===== src/hw/rtl/apbs_pkg.sv =====
`timescale 1ns / 1ps

package apbs_pkg;

	// configuration port
	localparam int ADDR_BITS = 3;
	localparam int DATA_BITS = 32;
	localparam logic REG_COEFF = 1'b0;

	// sequencer program
	localparam int STEP_BITS = 3;
	typedef logic [STEP_BITS-1:0] step_t;

	localparam step_t STEP_IDLE = 3'd0;
	localparam step_t STEP_LP1_MUL = 3'd1;
	localparam step_t STEP_LP1_ACC = 3'd2;
	localparam step_t STEP_AP_ACC = 3'd3;
	localparam step_t STEP_LP2_ACC = 3'd4;
	localparam step_t STEP_LAST = 3'd5;

	typedef enum logic [1:0] {
		ASEL_X_Z1,
		ASEL_Y1_Z2,
		ASEL_X,
		ASEL_A
	} asel_t;

	typedef enum logic {
		BSEL_G2,
		BSEL_C
	} bsel_t;

	// rounding offset folded into the multiply: low-pass drops F+1 bits, all-pass F
	typedef enum logic {
		RND_LP,
		RND_AP
	} rsel_t;

	typedef enum logic [2:0] {
		ACC_NONE,
		ACC_LP1,
		ACC_AP_A,
		ACC_LP2,
		ACC_AP_Z
	} acc_t;

	typedef enum logic {
		COND_NEXT,
		COND_TAKE
	} cond_t;

	typedef struct packed {
		logic mul;
		asel_t a_sel;
		bsel_t b_sel;
		rsel_t r_sel;
		acc_t acc;
		logic emit;
		logic take;
		cond_t cond;
		step_t go;
		step_t alt;
	} ctl_t;

	// control store, one word per step
	function automatic ctl_t ucode(input step_t step);
		ctl_t w;
		w = '{mul: 1'b0, a_sel: ASEL_X, b_sel: BSEL_C, r_sel: RND_AP, acc: ACC_NONE,
			emit: 1'b0, take: 1'b0, cond: COND_TAKE, go: STEP_IDLE, alt: STEP_IDLE};
		unique case (step)
			STEP_IDLE: begin
				w.take = 1'b1;
				w.cond = COND_TAKE;
				w.go = STEP_LP1_MUL;
				w.alt = STEP_IDLE;
			end
			STEP_LP1_MUL: begin
				w.mul = 1'b1;
				w.a_sel = ASEL_X_Z1;
				w.b_sel = BSEL_G2;
				w.r_sel = RND_LP;
				w.cond = COND_NEXT;
			end
			STEP_LP1_ACC: begin
				w.mul = 1'b1;
				w.a_sel = ASEL_X;
				w.b_sel = BSEL_C;
				w.r_sel = RND_AP;
				w.acc = ACC_LP1;
				w.cond = COND_NEXT;
			end
			STEP_AP_ACC: begin
				w.mul = 1'b1;
				w.a_sel = ASEL_Y1_Z2;
				w.b_sel = BSEL_G2;
				w.r_sel = RND_LP;
				w.acc = ACC_AP_A;
				w.cond = COND_NEXT;
			end
			STEP_LP2_ACC: begin
				w.mul = 1'b1;
				w.a_sel = ASEL_A;
				w.b_sel = BSEL_C;
				w.r_sel = RND_AP;
				w.acc = ACC_LP2;
				w.cond = COND_NEXT;
			end
			STEP_LAST: begin
				w.acc = ACC_AP_Z;
				w.emit = 1'b1;
				w.take = 1'b1;
				w.cond = COND_TAKE;
				w.go = STEP_LP1_MUL;
				w.alt = STEP_IDLE;
			end
			default: begin
				w.cond = COND_TAKE;
				w.go = STEP_IDLE;
				w.alt = STEP_IDLE;
			end
		endcase
		return w;
	endfunction

endpackage


===== src/hw/rtl/allpass_band_splitter.sv =====
`timescale 1ns / 1ps

// Complementary first-order crossover: each sample yields one low band sample (two cascaded
// one-pole low-pass sections) and one high band sample (first-order all-pass minus low band),
// both saturated to SAMPLE_BITS. A six-step microprogram drives one multiply-accumulate unit
// followed by one accumulate/saturate stage; the four multiplies of a sample are issued one
// per cycle, each result folded into state the cycle after. For back-to-back samples the next
// sample is taken in the last step of the current one; from idle the sample is taken in the
// idle step, and the result is registered in the last step. The result register frees the input
// side, but the last step holds while an earlier result is still not taken. Writing crossover_coeff
// (byte address 0) clears the three filter states; write only while the block is idle.
module allpass_band_splitter #(
	parameter int SAMPLE_BITS = 24,
	parameter int COEFF_FRAC_BITS = 16
) (
	input logic clk,
	input logic arst_n,
	input logic psel,
	input logic penable,
	input logic pwrite,
	input logic [apbs_pkg::ADDR_BITS-1:0] paddr,
	input logic [apbs_pkg::DATA_BITS-1:0] pwdata,
	output logic [apbs_pkg::DATA_BITS-1:0] prdata,
	output logic pready,
	input logic item_valid,
	output logic item_ready,
	input logic signed [SAMPLE_BITS-1:0] sample,
	input logic frame_end,
	output logic result_valid,
	input logic result_ready,
	output logic signed [SAMPLE_BITS-1:0] high_band,
	output logic signed [SAMPLE_BITS-1:0] low_band,
	output logic frame_end_out
);
	import apbs_pkg::*;

	localparam int F = COEFF_FRAC_BITS;
	localparam int CW = COEFF_FRAC_BITS + 1;
	localparam int SW = SAMPLE_BITS + 4;
	localparam int AW = SW + 1;
	localparam int BW = COEFF_FRAC_BITS + 2;
	localparam int PW = AW + BW;
	localparam int DW = SW + 3;
	localparam int EW = SW + 4;

	// clamp to state width
	function automatic logic signed [SW-1:0] sat_st(input logic signed [EW-1:0] v);
		logic [EW-SW:0] top;
		top = v[EW-1:SW-1];
		if ((&top) || !(|top))
			return v[SW-1:0];
		return v[EW-1] ? {1'b1, {(SW-1){1'b0}}} : {1'b0, {(SW-1){1'b1}}};
	endfunction

	// clamp to sample width
	function automatic logic signed [SAMPLE_BITS-1:0] sat_out(input logic signed [SW:0] v);
		logic [SW-SAMPLE_BITS+1:0] top;
		top = v[SW:SAMPLE_BITS-1];
		if ((&top) || !(|top))
			return v[SAMPLE_BITS-1:0];
		return v[SW] ? {1'b1, {(SAMPLE_BITS-1){1'b0}}} : {1'b0, {(SAMPLE_BITS-1){1'b1}}};
	endfunction

	step_t pc_q;
	ctl_t ctl;
	logic hold;
	logic take_item;
	logic cfg_wr;

	logic signed [CW-1:0] coeff_q;
	logic signed [BW-1:0] g2_q;
	logic signed [SW-1:0] z1_q;
	logic signed [SW-1:0] z2_q;
	logic signed [SW-1:0] za_q;
	logic signed [SW-1:0] y1_q;
	logic signed [SW-1:0] y2_q;
	logic signed [SW-1:0] a_q;
	logic signed [SAMPLE_BITS-1:0] x_q;
	logic fe_q;
	logic signed [PW-1:0] prod_q;
	logic out_valid_q;
	logic signed [SAMPLE_BITS-1:0] high_q;
	logic signed [SAMPLE_BITS-1:0] low_q;
	logic fe_out_q;

	logic signed [AW-1:0] op_a;
	logic signed [BW-1:0] op_b;
	logic signed [PW-1:0] rnd_v;
	logic signed [PW-1:0] mac_v;
	logic signed [PW-1:0] sh_lp;
	logic signed [PW-1:0] sh_ap;
	logic signed [DW-1:0] d_lp;
	logic signed [DW-1:0] d_ap;
	logic signed [SW-1:0] y_new;
	logic signed [SW-1:0] z_new;
	logic signed [SW-1:0] z_sel;
	logic signed [SW-1:0] a_new;
	logic signed [SW-1:0] za_new;

	// control word and handshakes
	assign ctl = ucode(pc_q);
	assign hold = ctl.emit && out_valid_q && !result_ready;
	assign item_ready = ctl.take && !hold;
	assign take_item = item_valid && item_ready;
	assign cfg_wr = psel && penable && pwrite && (paddr[2] == REG_COEFF);

	assign pready = 1'b1;
	assign prdata = (paddr[2] == REG_COEFF) ?
		{{(DATA_BITS-CW){coeff_q[CW-1]}}, coeff_q} : '0;

	// multiplier operands
	always_comb begin
		unique case (ctl.a_sel)
			ASEL_X_Z1: op_a = AW'(x_q) - AW'(z1_q);
			ASEL_Y1_Z2: op_a = AW'(y1_q) - AW'(z2_q);
			ASEL_X: op_a = AW'(x_q);
			ASEL_A: op_a = AW'(a_q);
			default: op_a = AW'(x_q);
		endcase
		unique case (ctl.b_sel)
			BSEL_G2: op_b = g2_q;
			BSEL_C: op_b = BW'(coeff_q);
			default: op_b = BW'(coeff_q);
		endcase
		rnd_v = (ctl.r_sel == RND_LP) ? (PW'(1) <<< F) : (PW'(1) <<< (F - 1));
		mac_v = op_a * op_b + rnd_v;
	end

	// accumulate and saturate
	always_comb begin
		sh_lp = prod_q >>> (F + 1);
		sh_ap = prod_q >>> F;
		d_lp = DW'(sh_lp);
		d_ap = DW'(sh_ap);
		z_sel = (ctl.acc == ACC_LP2) ? z2_q : z1_q;
		y_new = sat_st(EW'(z_sel) + EW'(d_lp));
		z_new = sat_st(EW'(y_new) + EW'(d_lp));
		a_new = sat_st(EW'(d_ap) + EW'(za_q));
		za_new = sat_st(EW'(x_q) - EW'(d_ap));
	end

	// sequencer and result register valid
	always_ff @(posedge clk or negedge arst_n) begin
		if (!arst_n) begin
			pc_q <= STEP_IDLE;
			out_valid_q <= 1'b0;
		end else begin
			if (!hold) begin
				unique case (ctl.cond)
					COND_NEXT: pc_q <= step_t'(pc_q + 1'b1);
					COND_TAKE: pc_q <= take_item ? ctl.go : ctl.alt;
					default: pc_q <= STEP_IDLE;
				endcase
			end
			if (ctl.emit && !hold)
				out_valid_q <= 1'b1;
			else if (result_ready)
				out_valid_q <= 1'b0;
		end
	end

	// coefficient and filter state
	always_ff @(posedge clk or negedge arst_n) begin
		if (!arst_n) begin
			coeff_q <= '0;
			g2_q <= BW'(1) <<< F;
			z1_q <= '0;
			z2_q <= '0;
			za_q <= '0;
		end else if (cfg_wr) begin
			coeff_q <= pwdata[CW-1:0];
			g2_q <= BW'($signed(pwdata[CW-1:0])) + (BW'(1) <<< F);
			z1_q <= '0;
			z2_q <= '0;
			za_q <= '0;
		end else if (!hold) begin
			unique case (ctl.acc)
				ACC_LP1: z1_q <= z_new;
				ACC_LP2: z2_q <= z_new;
				ACC_AP_Z: za_q <= za_new;
				ACC_AP_A, ACC_NONE: ;
				default: ;
			endcase
		end
	end

	// datapath payload registers
	always_ff @(posedge clk) begin
		if (take_item) begin
			x_q <= sample;
			fe_q <= frame_end;
		end
		if (ctl.mul && !hold)
			prod_q <= mac_v;
		if (!hold) begin
			unique case (ctl.acc)
				ACC_LP1: y1_q <= y_new;
				ACC_LP2: y2_q <= y_new;
				ACC_AP_A: a_q <= a_new;
				ACC_AP_Z, ACC_NONE: ;
				default: ;
			endcase
		end
		if (ctl.emit && !hold) begin
			low_q <= sat_out((SW + 1)'(y2_q));
			high_q <= sat_out((SW + 1)'(a_q) - (SW + 1)'(y2_q));
			fe_out_q <= fe_q;
		end
	end

	assign result_valid = out_valid_q;
	assign high_band = high_q;
	assign low_band = low_q;
	assign frame_end_out = fe_out_q;

	// samples enter only at the idle or last step
	a_take_step: assert property (@(posedge clk) disable iff (!arst_n)
		take_item |-> (pc_q == STEP_IDLE || pc_q == STEP_LAST))
		else $error("sample taken in the middle of a computation");

	// a full result register freezes the last step
	a_hold_step: assert property (@(posedge clk) disable iff (!arst_n)
		hold |=> (pc_q == STEP_LAST && $stable(za_q)))
		else $error("sequencer advanced while result register was full");

	// a coefficient write clears the three filter states
	a_cfg_clear: assert property (@(posedge clk) disable iff (!arst_n)
		cfg_wr |=> (z1_q == '0 && z2_q == '0 && za_q == '0))
		else $error("filter state not cleared by coefficient write");

	// a new result appears only after the last step
	a_emit_src: assert property (@(posedge clk) disable iff (!arst_n)
		$rose(out_valid_q) |-> ($past(pc_q) == STEP_LAST))
		else $error("result valid raised outside the last step");

endmodule

===== config.mk =====
export PLATFORM = sky130hd
export DESIGN_NAME = allpass_band_splitter
export DESIGN_NICKNAME = d
export VERILOG_FILES = /design/src/hw/rtl/apbs_pkg.sv /design/src/hw/rtl/allpass_band_splitter.sv
export SDC_FILE = /design/constraint.sdc
export NUM_CORES = 2
export LEC_CHECK = 0
export BUFFER_PORTS_ARGS = -buffer_cell sky130_fd_sc_hd__buf_2
export CAP_MARGIN = 40
export CORE_ASPECT_RATIO = 0.5
export CORE_MARGIN = 2
export CORE_UTILIZATION = 68
export CTS_CLUSTER_DIAMETER = 30
export DETAILED_ROUTE_END_ITERATION = 16
export MAX_ROUTING_LAYER = met4
export PLACE_DENSITY_LB_ADDON = 0.15
export SLEW_MARGIN = 40
export SYNTH_ARGS = -nofsm -noshare
export SYNTH_HDL_FRONTEND = slang
export SYNTH_SLANG_ARGS = --single-unit

===== constraint.sdc =====
create_clock -name clk -period 25.2 [get_ports clk]
set_clock_uncertainty 0.15 [all_clocks]
set_input_delay 2.52 -clock clk [delete_from_list [all_inputs] [get_ports clk]]
set_output_delay 2.52 -clock clk [all_outputs]
set_load 0.01 [all_outputs]

; After elaboration in Yosys (flattened, before gate mapping)
; Index checks and enable logic that the tools add are counted.
[word_totals]
in_bits = 67
register_bits = 328
elab_cells = 142
output_inout_bits = 84
[op_classes]
mux = 50
add_sub_neg = 10
reduce_logical = 49
bitwise = 3
eq_ne = 13
mul = 1
[op_table]
columns = op, count
row1 = $mux W28, 22
row2 = $mux W24, 6
row3 = $pmux W29 S4, 1
row4 = $add A28 B30 Y31, 2
row5 = $sub A28 B28 Y29, 2
row6 = $add A47 B18 Y47, 1
row7 = $mul A29 B18 Y47, 1
row8 = $pmux W18 S2, 1
row9 = $add A31 B28 Y32, 1
row10 = $mux W32, 1
row11 = $sub A24 B31 Y32, 1
row12 = $sub A24 B28 Y29, 1
row13 = $reduce_and A5 Y1, 5
row14 = $reduce_or A5 Y1, 5
row15 = $pmux W5 S4, 1
row16 = $add A17 B18 Y18 const B, 1
row17 = $mux W17, 1
row18 = $mux W1, 13
row19 = $eq A3 B2 Y1 const B, 4
row20 = $pmux W3 S4, 1
row21 = $reduce_and A2 Y1, 6
row22 = $eq A3 B3 Y1 const B, 3
row23 = $logic_and A1 B1 Y1, 9
row24 = $logic_not A1 Y1, 8
row25 = 17 further kinds, 29

; Depth between registers and ports, before layout
[logic_depth]
ltp_word = 19
mapped_depth = 41
depth_no_buf = 39

; Worst setup path after synthesis
; Ideal clock, no wire load.
[synth_timing]
kind = register to register
startpoint = register x_q[0]
endpoint = register prod_q[46] (data pin)
period_less_slack_ns = 8.866
n_path_buf = 1
setup_time_ns = 0.260
required_time_ns = 24.790
setup_slack_ns = 16.334
arrival_time_ns = 8.456
stages_incl_launch_ff = 40
cell_sequence = edfxtp_1 > inv_1 > ha_1 > inv_1 > fa_1 > a21o_1 > a21oi_1 > o21a_1 > o21ai_0 > a21oi_1 > o21ai_0 > a41o_1 > o21ai_0 > a31oi_1 > nor2_1 > clkbuf_1 > nand2_1 > fa_1 > [... 4 more ...] > fa_1 > inv_1 > fa_1 > inv_1 > fa_1 > inv_1 > ha_1 > a21o_1 > a21oi_1 > nor2_1 > nor2_1 > nor2b_1 > o21ai_0 > a21oi_1 > a211oi_1 > nand4_1 > a31oi_1 > xnor2_1
[synth_via]
elab_chain_cells = 4
[synth_rtl]
columns = element, line_no
row1 = from (decl), allpass_band_splitter.sv:78  ; logic signed [SAMPLE_BITS-1:0] x_q;
row2 = from (signal assigned), allpass_band_splitter.sv:190  ; x_q <= sample;
row3 = $sub A24 B28 Y29, allpass_band_splitter.sv:114  ; ASEL_X_Z1: op_a = AW'(x_q) - AW'(z1_q);
row4 = $pmux W29 S4 *, allpass_band_splitter.sv:113  ; unique case (ctl.a_sel)
row5 = $mul A29 B18 Y47 *, allpass_band_splitter.sv:126  ; mac_v = op_a * op_b + rnd_v;
row6 = $add A47 B18 Y47 *, allpass_band_splitter.sv:126
row7 = net mac_v[46], allpass_band_splitter.sv:89  ; logic signed [PW-1:0] mac_v;
row8 = to (signal assigned), allpass_band_splitter.sv:194  ; prod_q <= mac_v;
row9 = to (decl), allpass_band_splitter.sv:80  ; logic signed [PW-1:0] prod_q;
; Mark *: on every way through the listed nets, which the timed path passes. The rest lies on a longest branch.
; A chain may end at the register's enable or synchronous reset.

; Worst setup path in the final report
[layout_timing]
startpoint = register x_q[1]
endpoint = register prod_q[40] (data pin)
; The elaborated chain is that of the path after synthesis.

==> impl_metrics.py <==
metrics = {
    "status": {
        "status": "finished clean",
    },
    "worst_setup_path": {
        "end_kind": "register",
        "critPathKind": "reg -> reg",
        "ff2ff_setup_slack_ns": 14.16,
        "cp_top_family": "compound AO/OA/AOI/OAI gates",
        "critPathArrivalTime_ns": 11.19,
        "cp_slowest_stage_delay_ns": 0.76,
        "worstSetupStartpointType": "register",
        "slowest_stage": "a2111oi_1",
        "cp.required_ns": 25.36,
        "cp_num_buf_inv": 2,
        "worst_path_most_repeated_cell": "fa_1",
        "path_max_fanout": 17,
    },
    "floorplan": {
        "fp-row-count": 62,
        "num_io_pins": 151,
        "start_util_pct": 69.5,
        "die_w_um": 348,
        "die_h_um": 176,
        "die-area_mm2": 0.0612,
        "coreArea_mm2": 0.0579,
    },
    "place": {
        "dp_hpwl_mm": 88.7,
        "port_buffers": 132,
        "place_area_mm2": 0.0417,
        "place.gp.congestion": 0.990,
    },
    "global_route": {
        "overflow": 0,
        "antenna_found_initial": 3,
        "track_usage_pct": 39.1,
        "grt_first_pass_wirelength_mm": 180,
        "grt_pass1_vias": 33200,
        "grt_max_degree": 88,
    },
    "routing": {
        "via_per_inst": 6.17,
        "first_pass_iters": 8,
        "drt_iter0_drc": 3371,
        "drc": 0,
        "drt_wl_total_mm": 115,
        "num_vias": 33100,
        "wl_per_cell_um": 21.4,
        "ant_nets": 0,
    },
    "yosys": {
        "ys_async_sr_fraction_pct": 35.9,
        "yosys_warnings": 0,
        "synth_area_mm2": 0.0402,
        "postSynthAreaPerCell_um2": 9.02,
        "syn_inst": 4456,
        "synth_edf_count": 189,
        "synth_top_area_share_pct": 25.5,
        "syn_nets": 5355,
        "synth_cell_type_count": 105,
        "seq_area_frac_synth_pct": 20.7,
        "ys_ff_latch": 295,
        "synth_largest_area_cell": "fa_1",
        "synth_ff_type": "edfxtp_1",
        "ys_top_cells_by_area": "fa_1 (26%), edfxtp_1 (14%), ha_1 (9.9%), inv_1 (6.8%), dfrtp_1 (6.5%)",
    },
    "clock_network": {
        "cts_sinks": 295,
        "cts.path.max_buffers": 3,
        "cts_resized": 0,
        "ctsRootBufferMaster": "clkbuf_16",
        "cts_buffers": 60,
        "cts.htree.levels": 2,
        "cts_tree": "built",
        "path_clk_slew_ns": 0.05,
        "cts_setup_buffers": 0,
        "worstSkewPairLatency_ns": 0.63,
        "ctsHoldBuffers": 0,
    },
    "cells_and_area": {
        "fin_nets": 5444,
        "final_core_util_pct": 75.8,
        "multi_input_area_mm2": 0.0285,
        "mostFrequentLayoutCells": "inv_1 (725), nand2_1 (551), fa_1 (513), ha_1 (319), a21oi_1 (274)",
        "layout_commonest_cell": "inv_1",
        "drive_gt1_share_pct": 8.24,
        "seq_area_mm2": 0.00833,
        "fin_area_mm2": 0.0439,
        "areaGrowthSynthToFinish_pct": 9.08,
        "fillers": 4162,
    },
    "timing": {
        "finalHoldViolations": 0,
        "max_freq_mhz": 90.6,
        "rsz0062_at_grt": "false",
        "post-route-period-util_pct": 43.8,
        "slew_headroom_pct": 37.5,
        "maxSlewViolCount": 0,
        "tightest_slew_ns": 0.923,
        "final.setup.tns_ns": 0,
        "layout_min_cycle_time_ns": 11.04,
        "setup_violations": 0,
    },
    "flow_run": {
        "maxCapViolations": 0,
    },
    "worst_hold_path": {
        "hold_path.class": "reg -> reg",
    },
}
## area by class of cell
type | count | area share (%)
inverter | 726 | 6.21
tap | 768 | 2.19
clock inverter | 48 | 1.25
sequential | 295 | 19.0
antenna | 1 | 0.00571
clock buffer | 66 | 3.64
multi-input combinational | 3254 | 64.9
timing repair buffer | 208 | 2.79
## synthesized netlist by cell type, drive strengths merged, types with 9 or more instances
cell     instances
inv            725
nand2          551
fa             513
ha             319
a21oi          276
o21ai          226
and2           217
edfxtp         189
nor2           181
a21o           162
clkbuf         142
xnor2          113
dfrtp          105
xor2            71
nor2b           60
nand3           50
o21a            45
buf             39
a211oi          35
nand2b          35
nor3            35
and3            32
o21bai          31
nand4           25
a31oi           23
or3             22
a22o            21
o211ai          14
a221oi          13
o31ai           11
a2111oi         10
a21boi           9
o311ai           9
## layer usage
layer	vias up	global-route usage [%]	share of wire [%]	wire length, um
met3	271	9.41	13	14900
met5	-	-	0	0
met1	16200	54.6	42	48100
met2	1798	57.4	42	48400
li1	14900	-	-	-
met4	0	10.6	2.9	3280
## final timing paths
kind	start	to	depth (start not counted)
setup / recovery	x_q[1]	prod_q[40]	29
max in group asynchronous	arst_n	z2_q[7]	2
hold reg to reg	fe_q	frame_end_out	0
hold / removal	fe_q	frame_end_out	0
setup reg to reg	x_q[1]	prod_q[40]	29
min in group asynchronous	arst_n	coeff_q[15]	1
## sequential cells by signal (all words and copies together), names as in the netlist
signal         cells
a_q               28
coeff_q           17
fe_q               1
frame_end_out      1
g2_q               1
high_band         24
low_band          24
pc_q               3
prod_q            31
result_valid       1
x_q               24
y1_q              28
y2_q              28
z1_q              28
z2_q              28
za_q              28
## metrics by stage
step	hold WS, ns	worst slack (ns)	cells
4_1_cts	0.272	14.30	5362
6_report	0.273	14.16	5366
5_1_grt	0.274	13.74	5366
3_3_place_gp	0.253	14.42	5244
3_5_place_dp	0.259	14.32	5248
2_1_floorplan	0.250	16.33	4456
## worst reg2reg max path, delay by kind of cell (launching register included)
| kind | cells | cell delay (ns) |
|---|---|---|
| buffers and inverters | 2 | 0.36 |
| AO/OA/AOI/OAI | 14 | 5.18 |
| adder cells (fa/ha/maj) | 8 | 3.70 |
| AND/OR/NAND/NOR | 4 | 0.72 |
| XOR/XNOR | 1 | 0.12 |
| flip-flops | 1 | 0.53 |
## logic make-up (layout without fill, tap and decap cells)
kind of cell | after synthesis | count (layout) | synth area share, %
simple gates | 1256 | 1256 | 15.0
mux | 10 | 10 | 0.258
compound gates | 971 | 971 | 15.8
flops | 295 | 295 | 20.7
other cells | 1 | 2 | 0.00933
buf+inv | 907 | 1048 | 8.77
xor+xnor | 184 | 184 | 4.01
fa+ha+maj | 832 | 832 | 35.5
Power is left out: the tool's default activity adds up to more than one toggle a clock period on the data nets, which glitch-free logic cannot reach.
